`src/fgr_pkg.sv`:
```
package fgr_pkg;

    localparam int STORE_BYTES  = 1024;
    localparam int IDX_W        = $clog2(STORE_BYTES);
    localparam int CNT_W        = IDX_W + 1;
    localparam int POS_W        = IDX_W + 4;
    localparam int REPEAT_LIMIT = 11;
    localparam int COUNT_BITS   = 6;

    typedef enum logic [1:0] {
        CMD_START  = 2'd0,
        CMD_APPEND = 2'd1,
        CMD_PIXEL  = 2'd2
    } cmd_code_t;

    typedef enum logic [1:0] {
        DS_SINGLE = 2'd0,
        DS_REPEAT = 2'd1,
        DS_COUNT  = 2'd2
    } dec_state_t;

    typedef enum logic [1:0] {
        PH_SINGLE = 2'd0,
        PH_VALUE  = 2'd1,
        PH_RBIT   = 2'd2,
        PH_COUNT  = 2'd3
    } phase_t;

    typedef enum logic [2:0] {
        S_IDLE  = 3'd0,
        S_PLAN  = 3'd1,
        S_FETCH = 3'd2,
        S_TAKE  = 3'd3,
        S_EMIT  = 3'd4
    } ctl_state_t;

    typedef struct packed {
        logic   clear;
        logic   append;
        logic   load;
        logic   count_dec;
        logic   fetch;
        logic   take;
        phase_t phase;
        logic   emit;
    } ctl_cmd_t;

    typedef struct packed {
        dec_state_t wst;
        logic       rbit;
        logic       rep_limit;
        logic       take_zero;
        logic       dec_zero;
        logic       out_free;
    } dp_status_t;

    function automatic logic [7:0] alpha2_lut(input logic [1:0] code);
        logic [7:0] a;
        case (code)
            2'd0:    a = 8'd0;
            2'd1:    a = 8'd85;
            2'd2:    a = 8'd170;
            default: a = 8'd255;
        endcase
        return a;
    endfunction

endpackage

```
`src/fgr_ctrl.sv`:
```
module fgr_ctrl (
    input  logic                clk,
    input  logic                rst_n,
    input  logic                cmd_valid,
    input  logic [1:0]          command,
    output logic                cmd_ready,
    input  fgr_pkg::dp_status_t stat,
    output fgr_pkg::ctl_cmd_t   cmd
);
    import fgr_pkg::*;

    ctl_state_t state_reg;
    ctl_state_t state_next;
    phase_t     ph_reg;
    phase_t     ph_next;

    always_ff @(posedge clk or negedge rst_n)
    begin
        if (!rst_n)
        begin
            state_reg <= S_IDLE;
            ph_reg    <= PH_SINGLE;
        end
        else
        begin
            state_reg <= state_next;
            ph_reg    <= ph_next;
        end
    end

    always_comb
    begin
        state_next = state_reg;
        ph_next    = ph_reg;
        cmd        = '0;
        cmd.phase  = ph_reg;
        cmd_ready  = 1'b0;
        unique case (state_reg)
            S_IDLE:
            begin
                cmd_ready = 1'b1;
                if (cmd_valid)
                begin
                    case (command)
                        CMD_START:  cmd.clear  = 1'b1;
                        CMD_APPEND: cmd.append = 1'b1;
                        CMD_PIXEL:
                        begin
                            cmd.load   = 1'b1;
                            state_next = S_PLAN;
                        end
                        default: ;
                    endcase
                end
            end
            S_PLAN:
            begin
                unique case (stat.wst)
                    DS_COUNT:
                    begin
                        cmd.count_dec = 1'b1;
                        if (stat.dec_zero)
                        begin
                            ph_next    = PH_VALUE;
                            state_next = S_FETCH;
                        end
                        else
                        begin
                            state_next = S_EMIT;
                        end
                    end
                    DS_REPEAT:
                    begin
                        ph_next    = PH_RBIT;
                        state_next = S_FETCH;
                    end
                    default:
                    begin
                        ph_next    = PH_SINGLE;
                        state_next = S_FETCH;
                    end
                endcase
            end
            S_FETCH:
            begin
                cmd.fetch  = 1'b1;
                state_next = S_TAKE;
            end
            S_TAKE:
            begin
                cmd.take   = 1'b1;
                state_next = S_EMIT;
                unique case (ph_reg)
                    PH_RBIT:
                    begin
                        if (!stat.rbit)
                        begin
                            ph_next    = PH_VALUE;
                            state_next = S_FETCH;
                        end
                        else if (stat.rep_limit)
                        begin
                            ph_next    = PH_COUNT;
                            state_next = S_FETCH;
                        end
                    end
                    PH_COUNT:
                    begin
                        if (stat.take_zero)
                        begin
                            ph_next    = PH_VALUE;
                            state_next = S_FETCH;
                        end
                    end
                    default: ;
                endcase
            end
            S_EMIT:
            begin
                if (stat.out_free)
                begin
                    cmd.emit   = 1'b1;
                    state_next = S_IDLE;
                end
            end
            default:
            begin
                state_next = S_IDLE;
            end
        endcase
    end

endmodule

```
`config.mk`:
```
export PLATFORM = sky130hd
export DESIGN_NAME = fgr_ctrl
export DESIGN_NICKNAME = d
export VERILOG_FILES = /design/src/fgr_pkg.sv /design/src/fgr_ctrl.sv
export SDC_FILE = /design/constraint.sdc
export NUM_CORES = 1
export LEC_CHECK = 0
export BUFFER_PORTS_ARGS = -buffer_cell sky130_fd_sc_hd__buf_4
export CORE_AREA = 2 2 39 41
export DETAILED_ROUTE_END_ITERATION = 16
export DIE_AREA = 0 0 41 43
export PLACE_DENSITY = 0.54
export SYNTH_ARGS = -nofsm -noshare
export SYNTH_HDL_FRONTEND = slang
export SYNTH_SLANG_ARGS = --single-unit
```
`constraint.sdc`:
```
create_clock -name clk -period 1.7 [get_ports clk]
set_input_delay 0.255 -clock clk [delete_from_list [all_inputs] [get_ports clk]]
set_output_delay 0.255 -clock clk [all_outputs]
set_load 0.05 [all_outputs]
```
* Yosys cells after proc, flatten, opt, wreduce, memory -nomap -nowiden
Cells that the tools add are included.
** Storage, ports and cells
- Bits in registers :: 5
- Input port bits :: 12
- Output and inout bits :: 10
- Logic and storage cells :: 53
** Cells by class
- Equal/unequal tests :: 17
- Multiplexer cells :: 29
- Reductions and logical operators :: 5
** Operator list (number)
- 2-to-1 mux 3 bit :: 10
- one-hot mux 3 bit (5 select lines) :: 1
- one-hot mux 2 bit (2 select lines) :: 3
- 2-to-1 mux 1 bit :: 10
- == test 2 bit (second input constant) :: 4
- 2-to-1 mux 2 bit :: 4
- == test 3 x 2 -> 1 bit (second input constant) :: 2
- != test 3 bit (second input constant) :: 2
- one-hot mux 3 bit (2 select lines) :: 1
- AND reduction 5 bit :: 1
- == test 2 x 1 -> 1 bit (second input constant) :: 2
- != test 2 bit (second input constant) :: 2
- != test 4 bit (second input constant) :: 1
- == test 3 x 1 -> 1 bit (second input constant) :: 1
- == test 3 bit (second input constant) :: 1
- logical NOT 3 bit :: 1
- != test 3 x 2 -> 1 bit (second input constant) :: 1
- AND reduction 3 bit :: 1
- logical NOT 2 bit :: 1
- != test 2 x 1 -> 1 bit (second input constant) :: 1
- nonzero test 2 bit :: 1

* Longest topological paths before layout
Gate-level depths: netlist of the first run.
- Depth after elaboration :: 4
- Depth in mapped cells :: 4
- Gate-level depth less buffers :: 3

* Least setup slack after synthesis of the first run
OpenSTA, ideal clock, no wires.
- Path kind :: reg-to-output
- Start :: register state_reg[1]
- End :: output port cmd[7] (netlist bit)
- Data arrival time :: 2355 ps
- Data required time :: 1445 ps
- Setup slack :: -910 ps
- Cell stages (with the launch flop) :: 4
- Path buffers :: 1
- Path through :: dfrtp_1 > buf_2 > nor3_1 > and4b_1
** RTL lines
- from (decl) :: line fgr_ctrl.sv:12 : ctl_state_t state_reg;
- from (signal assigned) :: line fgr_ctrl.sv:26 : state_reg <= state_next;
- to (decl) :: line fgr_ctrl.sv:8 : output fgr_pkg::ctl_cmd_t cmd

==> impl_metrics.ini, run 1 <==
[clock_network]
clock_latency_ns = 0.24
clockRootBuffer = clkbuf_4
numCtsBuffers = 3
path_clk_slew_ns = 0.04
cts_buffer_depth = 2
cts.sinks = 5
cts_tree = built
htreeDepth = 1

[synthesis]
synth_nets = 54
synthCells = 42
synth_area_leader_cell = dfrtp_1
syn_area_um2 = 374.1
async_flop_share = 1.000
ys.flop_type = dfrtp_1
synth_area_leaders = dfrtp_1, and4b_1, a31oi_1
ys_seq_area_frac = 0.3344
syn_avg_cell_area_um2 = 8.907
synth_seq_cells = 5
synth_edf_count = 0
yosysMostFrequentCell = dfrtp_1
ys_types = 25
synthTopCellsByCount = dfrtp_1, inv_1, a31oi_1, nor3_1
synth_top_area_frac = 0.3344
synth_warnings = 0

[pwr]
power_density_mw_per_mm2 = 1824
leakagePower_uw = 0.0002972
vdd_drop_max_mv = 0.8901

[sta]
rsz0062_at_grt = false
fmax_mhz = 612.4
setup_violations = 0
clock_skew_ns = 0.002575
fin_ws_ns = 0.06714
holdWs_ns = 0.2555
finalHoldViolCount = 0
relSlewSlack = 0.7629
slew_viol_final = 0
fin_crit_ns = 1.633
max_slew.worst_pin.slew_ns = 0.3508
finalCritPeriodShare = 0.9605

[global_route]
grt_max_degree = 10
grt_pass1_wl_um = 1518
grtUsageTotal = 0.1260
antenna_found_initial = 0
overflow = 0
grt_pass1_vias = 390

[floorplanning]
rows = 14
die_area_mm2 = 0.001763
core-area_mm2 = 0.001384
die_w_um = 41
ios = 22
fp.dieH_um = 43
start_util = 0.2703

[flow_run]
cap_violations = 0

[place]
gp_congestion = 0.7326
place_hpwl_um = 757.7
dp.cells = 78
preCtsSetupSlack_ns = 0.2911
port_buffers = 21

[layout]
largest_register_ffs = 3
drive_above_1_share = 0.5000
area_growth_pct = 64.88
fillers = 146
n_antenna_cell = 0
utilization = 0.4458
layout.cells.non_filler = 84
nNetsFinal = 81

[critical_path]
crit_fanout = 7
critPathCaptureType = primary output
critPathLaunchType = flip-flop
crit_type = reg2out
cp.arrival_ns = 1.38
crit_required_ns = 1.44

[route]
first_pass_iters = 4
wl_per_cell_um = 11.13
viasPerCell = 4.964
drt.antenna.violating_nets = 0
drt_iter0_markers = 4
totalWireLength_um = 935
vias = 417
drc = 0

[min_path]
min_path_type = in2reg

[outcome]
status = completed
## critical path, stage by stage (launching register included)
cell	delay (ns)
dfrtp_1	0.46
nor3_4	0.25
and4b_2	0.24
buf_4	0.19
## final cells by class
class	count	area, um2	area share
flip-flops and latches	5	126.4	0.2049
repair buffers	23	175.2	0.2840
inverters	4	15.01	0.02434
multi-input cells	32	254.0	0.4118
well taps	16	20.02	0.03245
clock buffers	4	26.28	0.04260
## timing repair
action,CTS,global route
endpoints found under the hold margin,5,0
endpoints found under the setup margin,0,4
resized for setup,0,1
hold buffers,1,0
setup buffers,0,1
## layout by cell type (no fill, tap or decap), types with 2 or more instances in the layout
master / instances
a211oi_1: 2
inv_1: 4
and3_1: 2
clkbuf_4: 3
or3b_1: 2
dfrtp_1: 4
buf_4: 22
nand2b_1: 2
nor2_1: 2
a31oi_1: 3
## cell families after synthesis
group | count (synthesis) | synth area share
buffers and inverters | 5 | 0.05349
AO/OA/AOI/OAI | 10 | 0.2140
AND/OR/NAND/NOR | 22 | 0.3980
flip-flops | 5 | 0.3344
## layer usage
layer / routed length (um) / GRT usage / up-vias
met4: 0 / 0.1000 / 0
met5: 0 / 0 / -
met2: 480 / 0.1844 / 9
met1: 437 / 0.1564 / 190
met3: 16 / 0.01571 / 0
li1: - / - / 218
## metrics by stage
step                      setup TNS, ns  instance area, um2  power [uW]
after floorplan                 -0.2299               399.1       783.7
after global placement                0               571.8       982.0
after detailed placement              0               571.8       973.6
after CTS                             0               608.1        1118
after global routing                  0               616.8        1203
final                                 0               616.8        1125
## where the power goes
group | leakage [uW] | switching, uW | internal, uW | total, uW
logic | 0.000219 | 435 | 264 | 698
clock network | 0.0000150 | 46.3 | 88.6 | 135
registers | 0.0000634 | 116 | 176 | 292
total | 0.000297 | 597 | 528 | 1130
## worst paths after layout
kind | slack [ns] | depth (start not counted) | endpoint | from
max | 0.07 | 3 | cmd[8] | state_reg[2]$_DFFE_PN0P_
min | 0.26 | 2 | state_reg[2]$_DFFE_PN0P_ | stat[0]
max reg2reg | 0.35 | 3 | state_reg[2]$_DFFE_PN0P_ | state_reg[2]$_DFFE_PN0P_
min reg2reg | 0.60 | 1 | state_reg[0]$_DFFE_PN0P_ | state_reg[0]$_DFFE_PN0P_
max in group asynchronous | 1.23 | 2 | state_reg[1]$_DFFE_PN0P_ | rst_n
min in group asynchronous | 0.35 | 2 | state_reg[2]$_DFFE_PN0P_ | rst_n
No activity file was read; power rests on OpenSTA's default activity.
==> run 2, diff against run 1 <==
--- a/config.mk
+++ b/config.mk
@@ -5,11 +5,12 @@
 export SDC_FILE = /design/constraint.sdc
 export NUM_CORES = 1
 export LEC_CHECK = 0
+export ABC_AREA = 1
 export BUFFER_PORTS_ARGS = -buffer_cell sky130_fd_sc_hd__buf_4
 export CORE_AREA = 2 2 39 41
 export DETAILED_ROUTE_END_ITERATION = 16
 export DIE_AREA = 0 0 41 43
-export PLACE_DENSITY = 0.54
+export PLACE_DENSITY = 0.56
 export SYNTH_ARGS = -nofsm -noshare
 export SYNTH_HDL_FRONTEND = slang
 export SYNTH_SLANG_ARGS = --single-unit
==> run 2 against run 1 <==
  * Highest routed layer unchanged
  * Non-clock buffer count decreased by 1
  * Sequential power decreased by 3%
  * Critical path type unchanged
  * Clock-buffer cell count unchanged
  * Cell area increased by 2.6%
  * Critical path depth increased by 3
  * Synthesized cell count increased by 43%
  * Hold slack improved by 0.054 ns
==> impl_metrics.ini, run 2 <==
[sta]
holdWs_ns = 0.3098
finalCritPeriodShare = 0.9339
fin_ws_ns = 0.1123
relSlewSlack = 0.7837
setup_violations = 0
finalHoldViolCount = 0
slew_viol_final = 0
rsz0062_at_grt = false
clock_skew_ns = 0.003060
fmax_mhz = 629.8
max_slew.worst_pin.slew_ns = 0.3244
fin_crit_ns = 1.588

[floorplanning]
die_area_mm2 = 0.001763
ios = 22
rows = 14
core-area_mm2 = 0.001384
start_util = 0.2920
fp.dieH_um = 43
die_w_um = 41

[layout]
final_common_cell = buf_4
fillers = 149
area_growth_pct = 56.66
n_antenna_cell = 0
final_cell_mix = buf_4, nand2_1, inv_1
utilization = 0.4575
drive_above_1_share = 0.4706
nNetsFinal = 98
largest_register_ffs = 3

[global_route]
antenna_found_initial = 0
grt_pass1_vias = 398
grt_pass1_wl_um = 1607
grt_max_degree = 9
overflow = 0
grtUsageTotal = 0.1361

[route]
first_pass_iters = 2
viasPerCell = 4.495
drc = 0
vias = 454
drt_iter0_markers = 4
wl_per_cell_um = 9.257
drt.antenna.violating_nets = 0
totalWireLength_um = 935

[place]
gp_congestion = 0.7101
port_buffers = 21
place_hpwl_um = 804.3
preCtsSetupSlack_ns = 0.2965

[synthesis]
synth_edf_count = 0
synth_nets = 72
synth_area_leader_cell = dfrtp_1
synth_warnings = 0
synthCells = 60
ys_types = 17
synth_area_leaders = dfrtp_1, nand2_1, nand3_1
async_flop_share = 1.000
ys_seq_area_frac = 0.3096
synth_seq_cells = 5
ys.flop_type = dfrtp_1
synth_top_area_frac = 0.3096
synthTopCellsByCount = nand2_1, inv_1, nand3_1, nor2_1, dfrtp_1
yosysMostFrequentCell = nand2_1
syn_avg_cell_area_um2 = 6.736
syn_area_um2 = 404.1

[outcome]
status = completed

[pwr]
power_density_mw_per_mm2 = 1800
vdd_drop_max_mv = 0.9902
leakagePower_uw = 0.0003320

[clock_network]
path_clk_slew_ns = 0.04
numCtsBuffers = 3
htreeDepth = 1
cts.sinks = 5
clockRootBuffer = clkbuf_4
cts_buffer_depth = 2
clock_latency_ns = 0.24
cts_tree = built

[critical_path]
critPathCaptureType = primary output
crit_required_ns = 1.44
cp.arrival_ns = 1.33
crit_type = reg2out
critPathLaunchType = flip-flop
crit_fanout = 4

[flow_run]
cap_violations = 0

[min_path]
min_path_type = in2reg
==> run 2: final timing paths <==
check                                    startpoint                       end  slack (ns)  depth (start not counted)
max                        state_reg[2]$_DFFE_PN0P_                    cmd[7]        0.11                          6
min                                         stat[1]  state_reg[1]$_DFFE_PN0P_        0.31                          3
max reg2reg                state_reg[1]$_DFFE_PN0P_     ph_reg[1]$_DFFE_PN0P_        0.60                          5
min reg2reg                   ph_reg[1]$_DFFE_PN0P_     ph_reg[1]$_DFFE_PN0P_        0.57                          2
max in group asynchronous                     rst_n  state_reg[2]$_DFFE_PN0P_        1.23                          2
min in group asynchronous                     rst_n  state_reg[0]$_DFFE_PN0P_        0.35                          2
==> run 2: area by class of cell <==
| type | count | area [um2] | share of cell area |
|---|---|---|---|
| clock buffers | 4 | 26.28 | 0.04150 |
| inverters | 9 | 33.78 | 0.05336 |
| multi-input cells | 45 | 254.0 | 0.4012 |
| flip-flops and latches | 5 | 127.6 | 0.2016 |
| well taps | 16 | 20.02 | 0.03162 |
| repair buffers | 22 | 171.4 | 0.2708 |
==> run 2: routing by layer <==
| metal | global-route usage | up-vias | part of all wire |
|---|---|---|---|
| li1 | - | 241 | - |
| met1 | 0.1694 | 193 | 0.43 |
| met2 | 0.1938 | 20 | 0.48 |
| met3 | 0.06283 | 0 | 0.093 |
| met4 | 0.06000 | 0 | 0 |
| met5 | 0 | - | 0 |
==> run 2: worst max-delay path, cell delays in order (launching register included) <==
cell,delay (ns)
dfrtp_2,0.44
nor2_2,0.15
nand2_1,0.11
inv_2,0.08
nand2_1,0.06
nor2_2,0.09
buf_6,0.16
==> run 2: per-stage QoR <==
step | TNS (ns) | area, um2 | power, uW | std cells
CTS | 0 | 624.3 | 1145 | 101
detailed placement | 0 | 588.1 | 997.0 | 96
global route | 0 | 633.1 | 1233 | 101
global placement | 0 | 588.1 | 995.5 | 96
finish | 0 | 633.1 | 1140 | 101
floorplan | -0.6215 | 417.9 | 817.9 | 60
==> run 2: logic make-up (layout without fill, tap and decap cells) <==
group	after synthesis	count (layout)	share of synthesized area
AO/OA/AOI/OAI	4	4	0.09598
buffers and inverters	10	35	0.1022
flip-flops	5	5	0.3096
AND/OR/NAND/NOR	41	41	0.4923
==> run 2: timing repair <==
action                                  in CTS  in global routing
endpoints found under the setup margin       0                  3
endpoints found under the hold margin        5                  0
hold buffers                                 1                  0
buffers inserted                             0                  0
gates resized for setup                      0                  4
==> run 2: report_power, final <==
| part | switching, uW | total (uW) | internal [uW] |
|---|---|---|---|
| registers | 104 | 283 | 179 |
| logic | 484 | 720 | 236 |
| clock network | 48.3 | 137 | 88.7 |
| total | 636 | 1140 | 504 |
==> run 3, diff against run 2 <==
--- a/config.mk
+++ b/config.mk
@@ -10,7 +10,6 @@
 export CORE_AREA = 2 2 39 41
 export DETAILED_ROUTE_END_ITERATION = 16
 export DIE_AREA = 0 0 41 43
-export PLACE_DENSITY = 0.56
 export SYNTH_ARGS = -nofsm -noshare
 export SYNTH_HDL_FRONTEND = slang
 export SYNTH_SLANG_ARGS = --single-unit
==> run 3 against run 2 <==
  * Final cell count unchanged
  * Power is 0.85% higher
  * Sequential power hardly changed
  * Sequential cell count is the same
  * Register-to-register slack about the same
  * Clock power about the same
  * Via count is 2.0% higher
  * Fmax is 0.30% higher
  * Die area stayed put
  * Critical path depth stayed put
  * Clock skew shrank 0.0026 ns
  * Largest cell class unchanged
  * Largest power group unchanged
==> impl_metrics.ini, run 3 (synthesized netlist as in run 2, its figures left out) <==
[pwr]
swShare = 0.5619
power_density_mw_per_mm2 = 1815
seqPwrFrac = 0.248
power.switching_uw = 645.8
p_int_uw = 503.5
leakagePower_uw = 0.0003320
vdd_drop_max_mv = 0.7900
p_comb_frac = 0.632
power.share.clock = 0.120

[route]
drt_iter0_markers = 3
first_pass_iters = 2
totalWireLength_um = 1010
drc = 0
vias = 463
drt.antenna.violating_nets = 0
viasPerCell = 4.584
wl_per_cell_um = 10.00

[min_path]
min-delay-start = stat[1]
hold_end = state_reg[1]$_DFFE_PN0P_
min_path_type = in2reg
hold_depth = 3

[clock_network]
htreeDepth = 1
numCtsBuffers = 3
path_clk_slew_ns = 0.04
clockRootBuffer = clkbuf_4
cts.sinks = 5
post_cts_buffers = 0
clock_latency_ns = 0.24
cts_tree = built
cts_buffer_depth = 2

[global_route]
grt_max_degree = 9
grtUsageTotal = 0.1269
antenna_found_initial = 0
overflow = 0
grt_pass1_wl_um = 1552
grt_pass1_vias = 432

[floorplanning]
die_area_mm2 = 0.001763
fp.dieH_um = 43
start_util = 0.2920
ios = 22
die_w_um = 41
rows = 14
core-area_mm2 = 0.001384

[sta]
holdWs_ns = 0.3141
finalHoldViolCount = 0
fmax_mhz = 631.8
relSlewSlack = 0.7858
clock_skew_ns = 0.0004346
setup_violations = 0
rsz0062_at_grt = false
max_slew.worst_pin.slew_ns = 0.3213
slew_viol_final = 0
finalCritPeriodShare = 0.9311
fin_crit_ns = 1.583

[place]
gp_congestion = 0.7308
port_buffers = 21
dp.cells = 96
place_hpwl_um = 809.7

[critical_path]
crit_slowest_cell = dfrtp_2
worst-path-buf-inv = 2
crit_family = flip-flops
rr_endpoint = ph_reg[0]$_DFFE_PN0P_
critPathMaxStageDelay_ns = 0.44
r2r_slack_ns = 0.59
r2r-start = state_reg[1]$_DFFE_PN0P_
crit_required_ns = 1.44
cp.arrival_ns = 1.33
critPathLaunchType = flip-flop
crit_fanout = 4
critPathCaptureType = primary output
crit_type = reg2out
path_cells = nor2_2 > nand2_1 > inv_2 > nand2_1 > nor2_2 > buf_6
r2r_cells = 5

[layout]
multiInputGateArea_um2 = 254.0
nNetsFinal = 98
drive_above_1_share = 0.4706
final_common_cell = buf_4
seqCellArea_um2 = 127.6
largest_register_ffs = 3
layout.cells.non_filler = 101
n_antenna_cell = 0
fillers = 157
final_cell_mix = buf_4, nand2_1, inv_1
area_growth_pct = 56.66

[flow_run]
cap_violations = 0

[outcome]
status = completed
run 3: cell counts in the layout (fill, tap and decap cells not counted):
Identical to the previous run, type by type.
run 3: per-stage QoR:
step	instance area [um2]	power (uW)	worst slack, ns	TNS [ns]	util
after CTS	624.3	1147	0.04051	0	0.4512
after floorplan	417.9	817.9	-0.2947	-0.6215	-
after detailed placement	588.1	1001	0.3083	0	0.4250
after global placement	588.1	990.1	0.3337	0	0.4250
after global routing	633.1	1233	0.008759	0	0.4575
final	633.1	1149	0.1171	0	0.4575
run 3: worst max path at each step:
stage,to,startpoint,slack [ns],cells past startpoint
after floorplan,cmd[6],state_reg[2]$_DFFE_PN0P_,-0.29,3
after global placement,cmd[7],state_reg[2]$_DFFE_PN0P_,0.33,6
after detailed placement,cmd[7],state_reg[2]$_DFFE_PN0P_,0.31,6
after CTS,cmd[7],state_reg[0]$_DFFE_PN0P_,0.04,6
after global routing,cmd[7],state_reg[2]$_DFFE_PN0P_,0.009,6
final,cmd[7],state_reg[2]$_DFFE_PN0P_,0.12,6
run 3: power by group through the flow:
stage | logic, uW | clock network [uW] | registers [uW]
2_1_floorplan | 522 | 0 | 296
3_5_place_dp | 721 | 0 | 280
4_1_cts | 726 | 143 | 278
6_report | 726 | 138 | 285
5_1_grt | 787 | 147 | 298
3_3_place_gp | 715 | 0 | 275
run 3: cell type report:
cell class              instances  share of cell area
well taps                      16             0.03162
clock buffers                   4             0.04150
multi-input cells              45              0.4012
inverters                       9             0.05336
flip-flops and latches          5              0.2016
repair buffers                 22              0.2708
run 3: what timing repair did:
action / in CTS / in global routing
gates resized for setup: 0 / 4
hold buffers: 1 / 0
hold endpoints to repair: 5 / 0
setup endpoints to repair: 0 / 3
run 3: tightest hold or removal path: cells and delay by family:
family / cells / cell delay, ns
AO/OA/AOI/OAI: 1 / 0.09
buffers and inverters: 1 / 0.09
AND/OR/NAND/NOR: 1 / 0.09
run 3: metal layers:
metal | GRT usage | vias to the layer above | share of wire
met4 | 0.06000 | 0 | 0
met2 | 0.2031 | 18 | 0.51
met5 | 0 | - | 0
met1 | 0.1494 | 205 | 0.42
li1 | - | 240 | -
met3 | 0.03141 | 0 | 0.074
